**src/sv/hdf_pkg.sv**
```systemverilog
`default_nettype none
package hdf_pkg;

    localparam logic [1:0] SEG_RST  = 2'd0;
    localparam logic [1:0] SEG_COL  = 2'd1;
    localparam logic [1:0] SEG_SP   = 2'd2;
    localparam logic [1:0] SEG_BODY = 2'd3;

    localparam logic [2:0] CLS_NONE   = 3'd0;
    localparam logic [2:0] CLS_WHITE  = 3'd1;
    localparam logic [2:0] CLS_GREEN  = 3'd2;
    localparam logic [2:0] CLS_YELLOW = 3'd3;
    localparam logic [2:0] CLS_BLUE   = 3'd4;
    localparam logic [2:0] CLS_RED    = 3'd5;

    localparam logic [1:0] MODE_HEX   = 2'd0;
    localparam logic [1:0] MODE_MIXED = 2'd1;
    localparam logic [1:0] MODE_TWO   = 2'd2;

    localparam logic CFG_COLOR = 1'b0;
    localparam logic CFG_MODE  = 1'b1;

    localparam logic [7:0] CH_ESC   = 8'h1b;
    localparam logic [7:0] CH_LBR   = 8'h5b;
    localparam logic [7:0] CH_ZERO  = 8'h30;
    localparam logic [7:0] CH_THREE = 8'h33;
    localparam logic [7:0] CH_M     = 8'h6d;
    localparam logic [7:0] CH_SPACE = 8'h20;
    localparam logic [7:0] CH_UNDER = 8'h5f;
    localparam logic [7:0] CH_CR    = 8'h0d;
    localparam logic [7:0] CH_LF    = 8'h0a;
    localparam logic [7:0] CH_TAB   = 8'h09;
    localparam logic [7:0] CH_DEL   = 8'h7f;
    localparam logic [7:0] CH_FF    = 8'hff;
    localparam logic [7:0] CH_NUL   = 8'h00;

    typedef enum logic [2:0] {
        BK_HEX,
        BK_CHAR,
        BK_UNDER,
        BK_HEXCRLF,
        BK_UNDER2,
        BK_CHAR2
    } t_body;

    typedef struct packed {
        logic       rst;
        logic       col;
        logic [2:0] cls;
        logic       space;
        t_body      body;
        logic [7:0] data;
    } t_desc;

    typedef struct packed {
        logic  valid;
        t_desc desc;
    } t_q_push;

    typedef struct packed {
        logic full;
        logic nonempty;
    } t_q_stat;

    function automatic logic [7:0] hex_char(input logic [3:0] n);
        if (n < 4'd10) return CH_ZERO + {4'h0, n};
        return 8'h57 + {4'h0, n};
    endfunction

    function automatic logic [7:0] color_digit(input logic [2:0] cls);
        logic [7:0] d;
        unique case (cls)
            CLS_WHITE:  d = 8'h37;
            CLS_GREEN:  d = 8'h32;
            CLS_YELLOW: d = 8'h33;
            CLS_BLUE:   d = 8'h34;
            default:    d = 8'h31;
        endcase
        return d;
    endfunction

    function automatic logic [2:0] seg_len(input t_desc d, input logic [1:0] seg);
        logic [2:0] n;
        unique case (seg)
            SEG_RST: n = d.rst ? 3'd4 : 3'd0;
            SEG_COL: n = d.col ? 3'd5 : 3'd0;
            SEG_SP:  n = d.space ? 3'd1 : 3'd0;
            default: begin
                unique case (d.body)
                    BK_CHAR, BK_UNDER: n = 3'd1;
                    BK_HEXCRLF:        n = 3'd5;
                    default:           n = 3'd3;
                endcase
            end
        endcase
        return n;
    endfunction

    // first segment at or after start that has bytes; body is never empty
    function automatic logic [1:0] first_seg(input t_desc d, input logic [1:0] start);
        logic [1:0] s;
        priority if (start <= SEG_RST && d.rst) s = SEG_RST;
        else if (start <= SEG_COL && d.col) s = SEG_COL;
        else if (start <= SEG_SP && d.space) s = SEG_SP;
        else s = SEG_BODY;
        return s;
    endfunction

    function automatic logic [7:0] seg_byte(input t_desc d, input logic [1:0] seg,
                                            input logic [2:0] idx);
        logic [7:0] c;
        logic [7:0] hi;
        logic [7:0] lo;
        hi = hex_char(d.data[7:4]);
        lo = hex_char(d.data[3:0]);
        c  = CH_SPACE;
        unique case (seg)
            SEG_RST: begin
                unique case (idx)
                    3'd0:    c = CH_ESC;
                    3'd1:    c = CH_LBR;
                    3'd2:    c = CH_ZERO;
                    default: c = CH_M;
                endcase
            end
            SEG_COL: begin
                unique case (idx)
                    3'd0:    c = CH_ESC;
                    3'd1:    c = CH_LBR;
                    3'd2:    c = CH_THREE;
                    3'd3:    c = color_digit(d.cls);
                    default: c = CH_M;
                endcase
            end
            SEG_SP: c = CH_SPACE;
            default: begin
                unique case (d.body)
                    BK_CHAR:  c = d.data;
                    BK_UNDER: c = CH_UNDER;
                    BK_UNDER2: c = (idx == 3'd2) ? CH_SPACE : CH_UNDER;
                    BK_CHAR2: c = (idx == 3'd0) ? d.data : CH_SPACE;
                    BK_HEXCRLF: begin
                        unique case (idx)
                            3'd0:    c = hi;
                            3'd1:    c = lo;
                            3'd2:    c = CH_SPACE;
                            3'd3:    c = CH_CR;
                            default: c = CH_LF;
                        endcase
                    end
                    default: begin
                        unique case (idx)
                            3'd0:    c = hi;
                            3'd1:    c = lo;
                            default: c = CH_SPACE;
                        endcase
                    end
                endcase
            end
        endcase
        return c;
    endfunction

endpackage
`default_nettype wire

```
**src/sv/hdf_in_if.sv**
```systemverilog
`default_nettype none
interface hdf_in_if;
    logic       valid;
    logic       ready;
    logic [7:0] data_byte;

    modport source (output valid, output data_byte, input ready);
    modport sink   (input valid, input data_byte, output ready);
endinterface
`default_nettype wire

```
**src/sv/hdf_out_if.sv**
```systemverilog
`default_nettype none
interface hdf_out_if;
    logic       valid;
    logic       ready;
    logic [7:0] out_char;
    logic       last_of_run;

    modport source (output valid, output out_char, output last_of_run, input ready);
    modport sink   (input valid, input out_char, input last_of_run, output ready);
endinterface
`default_nettype wire

```
**src/sv/hex_dump_byte_formatter.sv**
```systemverilog
// channel  | dir | payload                         | handshake
// i_in     | in  | data_byte[7:0]                  | valid / ready
// o_out    | out | out_char[7:0], last_of_run      | valid / ready
// cfg      | in  | i_cfg_idx, i_cfg_data[1:0]      | i_cfg_we
//
// Each item yields 1 to 14 output bytes, one per cycle from the output register
// while the output is not stalled; a plain hex byte gives 3.
// The front classifies an item in its accept cycle and queues it; the back
// pops the next queued item in the cycle that issues the current one's last byte.
// Output stalls back up through the queue; input is taken while the queue has room.
// Reset clears state, config and queue.
`default_nettype none
module hex_dump_byte_formatter #(
    parameter int QUEUE_DEPTH = 2
) (
    input  wire logic       i_clk,
    input  wire logic       i_rst_n,
    hdf_in_if.sink          i_in,
    hdf_out_if.source       o_out,
    input  wire logic       i_cfg_we,
    input  wire logic       i_cfg_idx,
    input  wire logic [1:0] i_cfg_data
);
    import hdf_pkg::*;

    t_q_push q_push;
    t_q_stat q_stat;
    t_desc   q_desc;
    logic    q_pop;

    hdf_front u_front (
        .i_clk      (i_clk),
        .i_rst_n    (i_rst_n),
        .i_in       (i_in),
        .i_cfg_we   (i_cfg_we),
        .i_cfg_idx  (i_cfg_idx),
        .i_cfg_data (i_cfg_data),
        .i_stat     (q_stat),
        .o_push     (q_push)
    );

    hdf_queue #(
        .DEPTH (QUEUE_DEPTH)
    ) u_queue (
        .i_clk   (i_clk),
        .i_rst_n (i_rst_n),
        .i_push  (q_push),
        .i_pop   (q_pop),
        .o_desc  (q_desc),
        .o_stat  (q_stat)
    );

    hdf_back u_back (
        .i_clk   (i_clk),
        .i_rst_n (i_rst_n),
        .i_desc  (q_desc),
        .i_stat  (q_stat),
        .o_pop   (q_pop),
        .o_out   (o_out)
    );

    a_no_push_full: assert property (@(posedge i_clk) disable iff (!i_rst_n)
        q_push.valid |-> !q_stat.full)
        else $error("queue written while full");

    a_no_pop_empty: assert property (@(posedge i_clk) disable iff (!i_rst_n)
        q_pop |-> q_stat.nonempty)
        else $error("queue read while empty");

    a_accept_queued: assert property (@(posedge i_clk) disable iff (!i_rst_n)
        (i_in.valid && i_in.ready) |=> q_stat.nonempty)
        else $error("accepted item not queued");
endmodule
`default_nettype wire

```
**src/sv/hdf_front.sv**
```systemverilog
`default_nettype none
module hdf_front (
    input  wire logic             i_clk,
    input  wire logic             i_rst_n,
    hdf_in_if.sink                i_in,
    input  wire logic             i_cfg_we,
    input  wire logic             i_cfg_idx,
    input  wire logic [1:0]       i_cfg_data,
    input  wire hdf_pkg::t_q_stat i_stat,
    output hdf_pkg::t_q_push      o_push
);
    import hdf_pkg::*;

    logic       r_color_en;
    logic [1:0] r_mode;
    logic [7:0] r_prior_byte;
    logic [2:0] r_prior_class;

    logic       accept;
    logic [7:0] b;
    logic       is_print;
    logic       was_print;
    logic       graphic;
    logic [2:0] cls;
    logic       col_chg;
    t_desc      desc;

    assign i_in.ready = !i_stat.full;
    assign accept     = i_in.valid && !i_stat.full;
    assign b          = i_in.data_byte;

    always_comb begin
        is_print  = (b >= CH_SPACE) && (b < CH_DEL);
        was_print = (r_prior_byte >= CH_SPACE) && (r_prior_byte < CH_DEL);
        graphic   = (b > CH_SPACE) && (b < CH_DEL);

        priority if (b == CH_SPACE || b == CH_NUL) cls = CLS_WHITE;
        else if (graphic) cls = CLS_GREEN;
        else if (b == CH_TAB || b == CH_LF || b == CH_CR) cls = CLS_YELLOW;
        else if (b == CH_FF) cls = CLS_BLUE;
        else cls = CLS_RED;

        col_chg    = r_color_en && (cls != r_prior_class);
        desc.rst   = col_chg && (r_prior_class != CLS_NONE);
        desc.col   = col_chg;
        desc.cls   = cls;
        desc.data  = b;
        desc.space = 1'b0;
        desc.body  = BK_HEX;
        unique case (r_mode)
            MODE_MIXED: begin
                desc.space = was_print && !is_print;
                priority if (b == CH_SPACE) desc.body = BK_UNDER;
                else if (r_prior_byte == CH_CR && b == CH_LF) desc.body = BK_HEXCRLF;
                else if (graphic) desc.body = BK_CHAR;
                else desc.body = BK_HEX;
            end
            MODE_TWO: begin
                priority if (b == CH_SPACE) desc.body = BK_UNDER2;
                else if (graphic) desc.body = BK_CHAR2;
                else desc.body = BK_HEX;
            end
            default: desc.body = BK_HEX;
        endcase
    end

    assign o_push.valid = accept;
    assign o_push.desc  = desc;

    always_ff @(posedge i_clk) begin
        if (!i_rst_n) begin
            r_color_en    <= 1'b0;
            r_mode        <= MODE_HEX;
            r_prior_byte  <= 8'h00;
            r_prior_class <= CLS_NONE;
        end else begin
            if (i_cfg_we) begin
                unique case (i_cfg_idx)
                    CFG_COLOR: r_color_en <= i_cfg_data[0];
                    default:   r_mode     <= i_cfg_data;
                endcase
            end
            if (accept) begin
                r_prior_byte <= b;
                if (col_chg) begin
                    r_prior_class <= cls;
                end
            end
        end
    end
endmodule
`default_nettype wire

```
**src/sv/hdf_queue.sv**
```systemverilog
`default_nettype none
module hdf_queue #(
    parameter int DEPTH = 2
) (
    input  wire logic             i_clk,
    input  wire logic             i_rst_n,
    input  wire hdf_pkg::t_q_push i_push,
    input  wire logic             i_pop,
    output hdf_pkg::t_desc        o_desc,
    output hdf_pkg::t_q_stat      o_stat
);
    import hdf_pkg::*;

    localparam int PW = (DEPTH > 1) ? $clog2(DEPTH) : 1;
    localparam int CW = $clog2(DEPTH + 1);

    t_desc         r_mem [DEPTH];
    logic [PW-1:0] r_wr_ptr;
    logic [PW-1:0] r_rd_ptr;
    logic [CW-1:0] r_count;

    function automatic logic [PW-1:0] ptr_inc(input logic [PW-1:0] p);
        return (p == PW'(DEPTH - 1)) ? '0 : p + 1'b1;
    endfunction

    assign o_desc          = r_mem[r_rd_ptr];
    assign o_stat.full     = (r_count == CW'(DEPTH));
    assign o_stat.nonempty = (r_count != '0);

    always_ff @(posedge i_clk) begin
        if (i_push.valid) begin
            r_mem[r_wr_ptr] <= i_push.desc;
        end
    end

    always_ff @(posedge i_clk) begin
        if (!i_rst_n) begin
            r_wr_ptr <= '0;
            r_rd_ptr <= '0;
            r_count  <= '0;
        end else begin
            if (i_push.valid) begin
                r_wr_ptr <= ptr_inc(r_wr_ptr);
            end
            if (i_pop) begin
                r_rd_ptr <= ptr_inc(r_rd_ptr);
            end
            if (i_push.valid && !i_pop) begin
                r_count <= r_count + 1'b1;
            end else if (i_pop && !i_push.valid) begin
                r_count <= r_count - 1'b1;
            end
        end
    end
endmodule
`default_nettype wire

```
**src/sv/hdf_back.sv**
```systemverilog
`default_nettype none
module hdf_back (
    input  wire logic             i_clk,
    input  wire logic             i_rst_n,
    input  wire hdf_pkg::t_desc   i_desc,
    input  wire hdf_pkg::t_q_stat i_stat,
    output logic                  o_pop,
    hdf_out_if.source             o_out
);
    import hdf_pkg::*;

    logic       r_busy;
    t_desc      r_cur;
    logic [1:0] r_seg;
    logic [2:0] r_idx;
    logic       r_out_valid;
    logic [7:0] r_out_char;
    logic       r_out_last;

    logic       emit;
    logic       seg_end;
    logic       done_item;
    logic [7:0] n_char;

    always_comb begin
        emit      = r_busy && (!r_out_valid || o_out.ready);
        seg_end   = (r_idx == seg_len(r_cur, r_seg) - 3'd1);
        done_item = emit && (r_seg == SEG_BODY) && seg_end;
        n_char    = seg_byte(r_cur, r_seg, r_idx);
        o_pop     = i_stat.nonempty && (!r_busy || done_item);
    end

    assign o_out.valid       = r_out_valid;
    assign o_out.out_char    = r_out_char;
    assign o_out.last_of_run = r_out_last;

    always_ff @(posedge i_clk) begin
        if (o_pop) begin
            r_cur <= i_desc;
        end
        if (emit) begin
            r_out_char <= n_char;
            r_out_last <= (r_seg == SEG_BODY) && seg_end;
        end
    end

    always_ff @(posedge i_clk) begin
        if (!i_rst_n) begin
            r_busy      <= 1'b0;
            r_seg       <= SEG_RST;
            r_idx       <= 3'd0;
            r_out_valid <= 1'b0;
        end else begin
            if (o_pop) begin
                r_busy <= 1'b1;
                r_seg  <= first_seg(i_desc, SEG_RST);
                r_idx  <= 3'd0;
            end else if (done_item) begin
                r_busy <= 1'b0;
            end else if (emit) begin
                if (seg_end) begin
                    r_seg <= first_seg(r_cur, r_seg + 2'd1);
                    r_idx <= 3'd0;
                end else begin
                    r_idx <= r_idx + 3'd1;
                end
            end
            if (emit) begin
                r_out_valid <= 1'b1;
            end else if (o_out.ready) begin
                r_out_valid <= 1'b0;
            end
        end
    end
endmodule
`default_nettype wire

```
**src/flat_wrapper.sv**
```systemverilog
// flat-port wrapper written by rule: the top's interface ports become plain ports
module hex_dump_byte_formatter_flat import hdf_pkg::*;
#(
    parameter int QUEUE_DEPTH = 2
)
  (i_clk, i_rst_n, i_cfg_we, i_cfg_idx, i_cfg_data, i_in_valid, i_in_data_byte, i_in_ready, o_out_valid, o_out_out_char, o_out_last_of_run, o_out_ready);
  hdf_in_if i_in_i ();
  hdf_out_if o_out_i ();
  input  wire logic i_clk;
  input  wire logic i_rst_n;
  input  wire logic i_cfg_we;
  input  wire logic i_cfg_idx;
  input  wire logic [1:0] i_cfg_data;
  input wire logic [$bits(i_in_i.valid)-1:0] i_in_valid;
  input wire logic [$bits(i_in_i.data_byte)-1:0] i_in_data_byte;
  output wire logic [$bits(i_in_i.ready)-1:0] i_in_ready;
  output wire logic [$bits(o_out_i.valid)-1:0] o_out_valid;
  output wire logic [$bits(o_out_i.out_char)-1:0] o_out_out_char;
  output wire logic [$bits(o_out_i.last_of_run)-1:0] o_out_last_of_run;
  input wire logic [$bits(o_out_i.ready)-1:0] o_out_ready;
  assign i_in_i.valid = i_in_valid;
  assign i_in_i.data_byte = i_in_data_byte;
  assign i_in_ready = i_in_i.ready;
  assign o_out_valid = o_out_i.valid;
  assign o_out_out_char = o_out_i.out_char;
  assign o_out_last_of_run = o_out_i.last_of_run;
  assign o_out_i.ready = o_out_ready;
  hex_dump_byte_formatter #(.QUEUE_DEPTH(QUEUE_DEPTH)) u_core (.i_clk(i_clk), .i_rst_n(i_rst_n), .i_in(i_in_i), .o_out(o_out_i), .i_cfg_we(i_cfg_we), .i_cfg_idx(i_cfg_idx), .i_cfg_data(i_cfg_data));
endmodule
```
**config.mk**
```make
export PLATFORM = sky130hd
export DESIGN_NAME = hex_dump_byte_formatter_flat
export DESIGN_NICKNAME = d
export VERILOG_FILES = /design/src/sv/hdf_pkg.sv /design/src/sv/hdf_in_if.sv /design/src/sv/hdf_out_if.sv /design/src/sv/hex_dump_byte_formatter.sv /design/src/sv/hdf_front.sv /design/src/sv/hdf_queue.sv /design/src/sv/hdf_back.sv /design/src/flat_wrapper.sv
export SDC_FILE = /design/constraint.sdc
export NUM_CORES = 1
export LEC_CHECK = 0
export ABC_AREA = 0
export BUFFER_PORTS_ARGS = -buffer_cell sky130_fd_sc_hd__buf_2
export CORE_MARGIN = 2
export CORE_UTILIZATION = 40
export DETAILED_ROUTE_END_ITERATION = 10
export PLACE_DENSITY = 0.59
export SYNTH_ARGS = -nofsm -noshare
export SYNTH_HDL_FRONTEND = slang
export SYNTH_SLANG_ARGS = --single-unit
export TNS_END_PERCENT = 1
```
**constraint.sdc**
```tcl
create_clock -name i_clk -period 8.64 [get_ports i_clk]
set_clock_uncertainty 0.05 [all_clocks]
set_input_delay 2.16 -clock i_clk [delete_from_list [all_inputs] [get_ports i_clk]]
set_output_delay 2.16 -clock i_clk [all_outputs]
set_load 0.02 [all_outputs]
```
==> results.cfg, run 1 <==
[status]
status = finished, final reports clean

[sta]
fmax_mhz = 246
finalCriticalPeriod_ns = 4.06
rsz0062_at_grt = false
tightestPinTransition_ns = 0.962
worst_slack_ns = 4.58
period_share = 0.470
setup_viol = 0
finalSetupTns_ns = 0
max-slew-margin-rel = 0.357
holdWs_ns = 0.431
drv_slew = 0
hold_viol = 0

[clocking]
path_clk_slew_ns = 0.09
htreeDepth = 3
hold_buffers = 0
post-cts-setup-buffer-count = 0
cts_root_buf = clkbuf_8
clk_latency_ns = 0.34
cts_resized = 0
numCtsBuffers = 9
clock_path_buffers = 2
cts_tree = built
cts.sinks = 86

[die]
die_w_um = 110
core-area_um2 = 10900
ioPinCount = 27
die-area_um2 = 12000
die_h_um = 110
start_util = 0.411
rows = 38

[grt]
antenna_found_initial = 0
grt_pass1_wl_um = 14300
grt_max_degree = 27
overflow = 0
met3_usage = 0.0326
use_met1 = 0.189
grt_use_total = 0.153
busiest_layer = met2
use_met2 = 0.270
grt_pass1_vias = 3043

[final_layout]
utilization = 0.450
antenna_cells = 0
area_growth_pct = 9.59
drive_gt1_frac = 0.152
layout.nets = 475

[synthesis]
syn_inst = 417
synth_top_cell_by_area = edfxtp_1
syn_area_um2 = 4470
synth_cell_types = 62
synth_compound_area_frac = 0.166
synth_xor_area_frac = 0.0176
synthFlopType = edfxtp_1
synth_fa_ha_area_frac = 0.0447
synth_top_area_frac = 0.403
yosysSeqAreaShare = 0.519
muxShareOfSynthArea = 0.0587
ys_async_sr_fraction = 0
syn-num-nets = 449
ys_top_cells_by_area = edfxtp_1 (40%), dfxtp_1 (12%), mux2_2 (4.5%)
avgSynthCellArea_um2 = 10.7
ys_ff_latch = 86
synth-edff-count = 60
synth_top_family_by_area = compound AO/OA/AOI/OAI gates
synth-simple-area-share = 0.164
yosysWarnings = 0

[placement]
dp_slack_ns = 4.20
port_buffers = 26
globalplace.congestion = 0.853
hpwl_um = 6260

[power_and_ir_drop]
power_density_nw_per_um2 = 287
seqPwrFrac = 0.468
p_int_mw = 0.883
switching_share = 0.373
p_comb_frac = 0.354
switchingPower_mw = 0.526
p_leak_nw = 1.80
max-vdd-ir-drop_mv = 0.101
pwr-share-clk = 0.178

[flow_run]
maxCapViolCount = 0

[setup_path]
crit_required_ns = 8.85
cp.arrival_ns = 4.27
worstSetupStartpointType = input port
worstSetupPathType = in -> reg
cp-end-kind = flip-flop
critPathMaxFanout = 22

[drt]
drc = 0
drtIter0Drc = 101
vias = 3165
vias_per_cell = 5.38
post_drt_wl_per_cell_um = 14.8
ant_nets = 0
postRouteWirelength_um = 8680
dr.pass1.iters = 4

[worst_hold_path]
hp-class = reg -> reg
Yosys cell counts, types with 4 or more instances:
cell type  number
dfxtp_1        26
a21boi_0       12
nor2_1         25
nand3_1         6
o31ai_1         4
clkbuf_1        9
mux2i_1         6
ha_1           16
xnor2_1         5
o21ai_0        18
edfxtp_1       60
xor2_1          4
o21a_1          5
and3_1          7
o22ai_1         5
nor3b_1         5
a21oi_1        24
nor2b_1        15
and2_1          5
nand2b_1        6
a32oi_1         4
inv_1          19
mux2_2         18
nand2_1        54
nor3_1          4
routing by layer:
| layer | vias to the layer above | share of wire |
|---|---|---|
| met1 | 1503 | 0.46 |
| li1 | 1583 | - |
| met4 | 0 | 0.0082 |
| met2 | 71 | 0.50 |
| met3 | 8 | 0.034 |
| met5 | - | 0 |
metrics by stage:
step | cells | instance area, um2 | total power [mW]
6_report | 588 | 4900 | 1.41
5_1_grt | 588 | 4900 | 1.51
4_1_cts | 588 | 4900 | 1.42
3_5_place_dp | 572 | 4730 | 1.16
3_3_place_gp | 572 | 4730 | 1.15
2_1_floorplan | 417 | 4470 | 1.04
registers in the layout, summed over array words and instances (netlist names), named ones only:
register                         count
u_core.u_back.o_out.last_of_run      1
u_core.u_queue.r_rd_ptr              1
u_core.u_front.r_color_en            1
u_core.u_front.r_prior_class         3
u_core.u_queue.r_wr_ptr              1
u_core.u_front.r_prior_byte          8
u_core.u_back.o_out.valid            1
u_core.u_back.r_busy                 1
u_core.u_back.r_seg                  2
u_core.u_queue.r_mem                34
u_core.u_back.r_idx                  3
u_core.u_back.r_cur                 17
u_core.u_front.r_mode                2
u_core.u_queue.r_count               2
u_core.u_back.o_out.out_char         8
final timing paths:
| kind | depth (start not counted) | to | slack (ns) | start |
|---|---|---|---|---|
| hold / removal | 2 | u_core.u_front.r_prior_byte[2] | 0.43 | u_core.u_front.r_prior_byte[2] |
| hold reg to reg | 2 | u_core.u_front.r_prior_byte[2] | 0.43 | u_core.u_front.r_prior_byte[2] |
| setup / recovery | 9 | u_core.u_queue.r_count[1] | 4.58 | o_out_ready |
| setup reg to reg | 9 | u_core.u_queue.r_count[1] | 5.22 | u_core.u_back.r_seg[1] |
cell type report:
cell class | count | area [um2]
well taps | 140 | 175
clock inverters | 6 | 43.8
fillers | 1047 | 5980
flip-flops and latches | 86 | 2320
multi-input cells | 299 | 2020
repair buffers | 27 | 138
clock buffers | 10 | 128
inverters | 20 | 75.1
power groups by stage:
stage / clock [mW] / sequential (mW) / combinational (mW)
finish: 0.251 / 0.660 / 0.498
global route: 0.275 / 0.677 / 0.557
CTS: 0.261 / 0.660 / 0.499
detailed placement: 0 / 0.670 / 0.494
global placement: 0 / 0.666 / 0.489
floorplan: 0 / 0.646 / 0.390
layout by cell type (no fill, tap or decap), drive strengths merged, types with 4 or more instances in the layout:
cell    instances
a21boi         12
a21oi          25
a221oi          4
a32oi           4
and2            5
and3            7
buf            27
clkbuf         10
clkinv          5
dfxtp          26
edfxtp         60
ha             16
inv            21
mux2           18
mux2i           6
nand2          54
nand2b          6
nand3           6
nor2           25
nor2b          15
nor3            4
nor3b           5
o21a            5
o21ai          18
o22ai           5
o31ai           5
or2             4
xnor2           5
xor2            4
cell families (layout without fill, tap and decap cells):
logic type                 after synthesis  after routing
muxes                                   24             24
xor gates and xnor gates                 9              9
and+or+nand+nor                        145            145
AOI/OAI and AO/OA                      105            105
adders and majority gates               16             16
buffers and inverters                   32             63
DFF                                     86             86
critical path: stages:
cell	delay, ns
buf_2	0.10
nor2b_1	0.28
nor2_1	0.07
nand4_1	0.12
nand2_1	0.50
inv_1	0.20
ha_1	0.28
or3_1	0.35
a21boi_0	0.19
No activity file was read; power rests on OpenSTA's default activity.
==> inputs of run 2 (changes only) <==
- PLACE_DENSITY: 0.59 -> 0.61
- clock period: 8.64 -> 3.35 ns (I/O delays scaled with it)
==> run 2 against run 1 <==
Die area unchanged. Cell count grew 0.51%. Hold slack worse by 0.0081 ns. Clock-buffer cell count shrank 1. Routed wire length is 2.2% higher. Design area is 0.71% higher. Global-route usage up 0.65 points. Sequential power grew to 2.6 times the previous value. Setup slack got worse by 3.8 ns. Power rose to 2.6 times the previous value.
==> results.cfg, run 2 (synthesis gave the netlist of run 1 again) <==
[drt]
ant_nets = 0
post_drt_wl_per_cell_um = 15.0
postRouteWirelength_um = 8870
vias_per_cell = 5.40
drtIter0Drc = 169
drc = 0
dr.pass1.iters = 4
vias = 3193

[sta]
finalSetupTns_ns = 0
fmax_mhz = 382
period_share = 0.781
tightestPinTransition_ns = 0.940
finalCriticalPeriod_ns = 2.62
setup_viol = 0
worst_slack_ns = 0.734
hold_viol = 0
rsz0062_at_grt = false
drv_slew = 0
holdWs_ns = 0.423
max-slew-margin-rel = 0.372

[die]
die-area_um2 = 12000
die_h_um = 110
rows = 38
start_util = 0.411
die_w_um = 110
core-area_um2 = 10900
ioPinCount = 27

[final_layout]
num-fill-cells = 1020
final_common_cell = edfxtp_1
layout.nets = 478
multi_input_area_um2 = 2020
register_area_um2 = 2320
largest_register_ff_count = 34
area_growth_pct = 10.4
largestRegisters = u_core.u_queue.r_mem: 34 flops, u_core.u_back.r_cur: 17 flops
drive_gt1_frac = 0.160
final_cell_mix = edfxtp_1 (60), nand2_1 (54), dfxtp_1 (26), buf_2 (26), nor2_1 (25)
antenna_cells = 0
regMostFlops = u_core.u_queue.r_mem

[grt]
antenna_found_initial = 0
grt_max_degree = 27
overflow = 0
grt_use_total = 0.159
grt_pass1_wl_um = 14800
grt_pass1_vias = 3059

[placement]
port_buffers = 26
dp_slack_ns = 0.659
hpwl_um = 6470
globalplace.congestion = 0.846

[setup_path]
cp.arrival_ns = 2.85
worstSetupPathType = reg -> reg
critPathMaxFanout = 11
crit_required_ns = 3.58
worstSetupStartpointType = flip-flop
cp-end-kind = flip-flop

[clocking]
clk_latency_ns = 0.35
htreeDepth = 3
cts_root_buf = clkbuf_8
cts_resized = 0
path_clk_slew_ns = 0.10
clock_path_buffers = 2
cts_tree = built
post-cts-setup-buffer-count = 0
numCtsBuffers = 9
cts.sinks = 86
hold_buffers = 0

[power_and_ir_drop]
max-vdd-ir-drop_mv = 0.350
power_density_nw_per_um2 = 751
p_leak_nw = 1.82

[worst_hold_path]
hp-class = reg -> reg

[status]
status = finished, final reports clean

[flow_run]
maxCapViolCount = 0
## run 2: cell types whose count changed in the layout (fill, tap and decap cells not counted), sizes merged
cell,change
buf,+3
clkbuf,-1
clkinv,-3
inv,+4
## run 2: final cells by class
type | count | share of cell area
flip-flops and latches | 86 | 0.470
multi-input cells | 299 | 0.409
well taps | 140 | 0.0355
repair buffers | 30 | 0.0324
clock buffers | 9 | 0.0251
inverters | 20 | 0.0152
clock inverters | 7 | 0.0127
## run 2: power by group
group / total [mW] / leakage (nW) / switching (mW) / internal [mW]
logic: 1.31 / 0.942 / 0.758 / 0.554
clock network: 0.700 / 0.0988 / 0.411 / 0.289
registers: 1.70 / 0.780 / 0.240 / 1.46
total: 3.71 / 1.82 / 1.41 / 2.30
## run 2: final timing paths
| path | start | endpoint | slack (ns) | cells past startpoint |
|---|---|---|---|---|
| max | u_core.u_back.r_seg[1] | u_core.u_queue.r_count[1] | 0.73 | 10 |
| min reg2reg | u_core.u_front.r_prior_byte[0] | u_core.u_front.r_prior_byte[0] | 0.42 | 2 |
| min | u_core.u_front.r_prior_byte[0] | u_core.u_front.r_prior_byte[0] | 0.42 | 2 |
| max reg2reg | u_core.u_back.r_seg[1] | u_core.u_queue.r_count[1] | 0.73 | 10 |
## run 2: routing by layer
| layer | vias up | GRT usage | wire length, um |
|---|---|---|---|
| met2 | 68 | 0.268 | 4320 |
| met1 | 1519 | 0.205 | 4080 |
| met4 | 0 | 0.0561 | 87 |
| li1 | 1598 | - | - |
| met3 | 8 | 0.0302 | 375 |
| met5 | - | 0 | 0 |
## run 2: critical path, cell delays in order (launching register included)
cell	delay (ns)
dfxtp_1	0.43
inv_1	0.09
ha_1	0.32
a221oi_1	0.41
nor2_1	0.12
nand4_1	0.13
nand2_1	0.13
inv_1	0.09
ha_1	0.25
or3_1	0.36
a21boi_0	0.18
## run 2: metrics by stage
step	util	area [um2]	power (mW)	std cells
after global routing	0.454	4940	3.98	591
final	0.454	4940	3.71	591
after floorplan	-	4470	2.67	417
after CTS	0.454	4940	3.75	591
after global placement	0.436	4750	3.00	575
after detailed placement	0.436	4750	3.03	575
==> inputs of run 3 (changes only) <==
- ABC_AREA: 0 -> 1
- PLACE_DENSITY: 0.61 -> 0.59
- clock period: 3.35 -> 2.5 ns (I/O delays scaled with it)
==> run 3 against run 2 <==
Critical path type unchanged. Clock-buffer cell count unchanged. Cell count grew 18%. Die area down 2.7%. Sequential cell count unchanged. First-iteration DRC count is 10% lower. Register-to-register slack worse by 0.54 ns. Largest cell class unchanged. Synthesized cell count increased by 22%. Highest routed layer unchanged.
==> results.cfg, run 3 <==
[status]
status = finished, final reports clean

[synthesis]
synth_top_area_frac = 0.414
synth_top_cell_by_area = edfxtp_1
synth_fa_ha_area_frac = 0.0460
synthFlopType = edfxtp_1
ys_async_sr_fraction = 0
synth_compound_area_frac = 0.110
synth_cell_types = 39
ys_top_cells_by_area = edfxtp_1 (41%), nand2_1 (13%), dfxtp_1 (12%)
ys_ff_latch = 86
syn_inst = 510
yosysWarnings = 0
syn_area_um2 = 4350
avgSynthCellArea_um2 = 8.53
syn-num-nets = 542
synth_xor_area_frac = 0.00201
muxShareOfSynthArea = 0
post-synth-top-count-cell = nand2_1
synth-simple-area-share = 0.243
synth-edff-count = 60
synth_commonest_cells = nand2_1 (150), edfxtp_1 (60), inv_1 (60), nor2_1 (36), o21ai_0 (36)
synth_top_family_by_area = simple AND/OR/NAND/NOR gates
yosysSeqAreaShare = 0.534

[sta]
tightestPinTransition_ns = 0.627
hold_viol = 0
rsz0062_at_grt = false
setup_viol = 0
drv_slew = 0
period_share = 0.923
max-slew-margin-rel = 0.577
holdWs_ns = 0.441
finalSetupTns_ns = 0
finalCriticalPeriod_ns = 2.31
fmax_mhz = 433

[setup_path]
worstSetupStartpointType = flip-flop
crit_required_ns = 2.57
critPathMaxFanout = 7
slowest_delay_ns = 0.46
cp-end-kind = flip-flop
worstSetupPathType = reg -> reg
cp.arrival_ns = 2.38
slowest_stage = dfxtp_1
path_cells = inv_1, ha_1, nand2_1, inv_1, nor2_2, nand2_1, inv_1, a31oi_1, o31ai_1, inv_1
cpMostUsedCell = inv_1

[clocking]
post-cts-setup-buffer-count = 0
cts_root_buf = clkbuf_8
numCtsBuffers = 9
cts_tree = built
htreeDepth = 3
path_clk_slew_ns = 0.10
clk_latency_ns = 0.36
hold_buffers = 0
cts.sinks = 86
clock_path_buffers = 2

[final_layout]
regMostFlops = u_core.u_queue.r_mem
largest_register_ff_count = 34
final_cell_mix = nand2_1 (148), edfxtp_1 (60), inv_1 (58), nor2_1 (36), o21ai_0 (34)
largestRegisters = u_core.u_queue.r_mem: 34 flops, u_core.u_back.r_cur: 17 flops
area_growth_pct = 14.9
utilization = 0.465
final_common_cell = nand2_1
layout.nets = 583
drive_gt1_frac = 0.147
num-fill-cells = 1075
final_cells = 696
antenna_cells = 0

[die]
rows = 38
die_h_um = 108
ioPinCount = 27
core-area_um2 = 10700
die_w_um = 108
die-area_um2 = 11700
start_util = 0.405

[grt]
grt_max_degree = 21
overflow = 0
antenna_found_initial = 0
grt_use_total = 0.176
grt_pass1_vias = 3328
grt_pass1_wl_um = 15900

[drt]
drtIter0Drc = 152
drc = 0
post_drt_wl_per_cell_um = 13.8
vias_per_cell = 4.95
vias = 3442
ant_nets = 0
postRouteWirelength_um = 9610
dr.pass1.iters = 4

[power_and_ir_drop]
power_density_nw_per_um2 = 1100
max-vdd-ir-drop_mv = 0.392
p_leak_nw = 2.16

[placement]
port_buffers = 26
place_inst = 680
globalplace.congestion = 1.01
hpwl_um = 7270

[worst_hold_path]
hp-class = reg -> reg

[flow_run]
maxCapViolCount = 0
==> run 3: report_power, final <==
group / internal [mW] / switching (mW) / total, mW
clock: 0.404 / 0.592 / 0.996
combinational: 0.774 / 1.46 / 2.23
sequential: 2.02 / 0.224 / 2.25
total: 3.20 / 2.28 / 5.48
==> run 3: through the flow <==
step | worst slack [ns] | total power, mW | area, um2
after floorplan | 0.246 | 3.74 | 4350
after global placement | 0.171 | 4.40 | 4720
after detailed placement | -0.00955 | 4.41 | 4720
after CTS | 0.0282 | 5.42 | 4930
after global routing | 0.0380 | 5.95 | 5000
final | 0.192 | 5.48 | 5000
==> run 3: path summary, 6_finish.rpt <==
check                                                  endpoint  slack (ns)  cells past startpoint                     start
worst max-delay path            u_core.u_back.o_out.out_char[0]        0.19                     10    u_core.u_back.r_idx[0]
worst min register to register         u_core.u_front.r_mode[1]        0.44                      2  u_core.u_front.r_mode[1]
worst max register to register  u_core.u_back.o_out.out_char[0]        0.19                     10    u_core.u_back.r_idx[0]
worst min-delay path                   u_core.u_front.r_mode[1]        0.44                      2  u_core.u_front.r_mode[1]
==> run 3: repair_timing <==
| action | 4_1_cts | 5_1_grt |
|---|---|---|
| hold endpoints to repair | 0 | 0 |
| pin swaps | 0 | 3 |
| setup endpoints to repair | 1 | 18 |
| resized for setup | 1 | 17 |
==> run 3: layer usage <==
layer  global-route usage  share of wire  vias up
met3               0.0416          0.038       16
met5                    0              0        -
met4               0.0678          0.022        0
met1                0.210           0.43     1550
li1                     -              -     1792
met2                0.307           0.51       84
==> run 3: cell families after synthesis <==
group                      count (synthesis)
and+or+nand+nor                          246
AOI/OAI and AO/OA                         86
DFF                                       86
adders and majority gates                 16
xor gates and xnor gates                   1
buffers and inverters                     75
==> run 3: layout make-up <==
class / instances / area, um2 / area share
clock inverter: 7 / 86.3 / 0.0173
timing repair buffer: 37 / 225 / 0.0451
sequential: 86 / 2330 / 0.466
tap: 140 / 175 / 0.0351
inverter: 68 / 255 / 0.0511
multi-input combinational: 349 / 1800 / 0.361
clock buffer: 9 / 124 / 0.0248
==> run 3: critical path: cells and delay by family (launching register included) <==
kind / cells / cell delay [ns]
adders and majority gates: 1 / 0.22
buffers and inverters: 4 / 0.55
AOI/OAI and AO/OA: 2 / 0.31
and+or+nand+nor: 3 / 0.48
DFF: 1 / 0.46
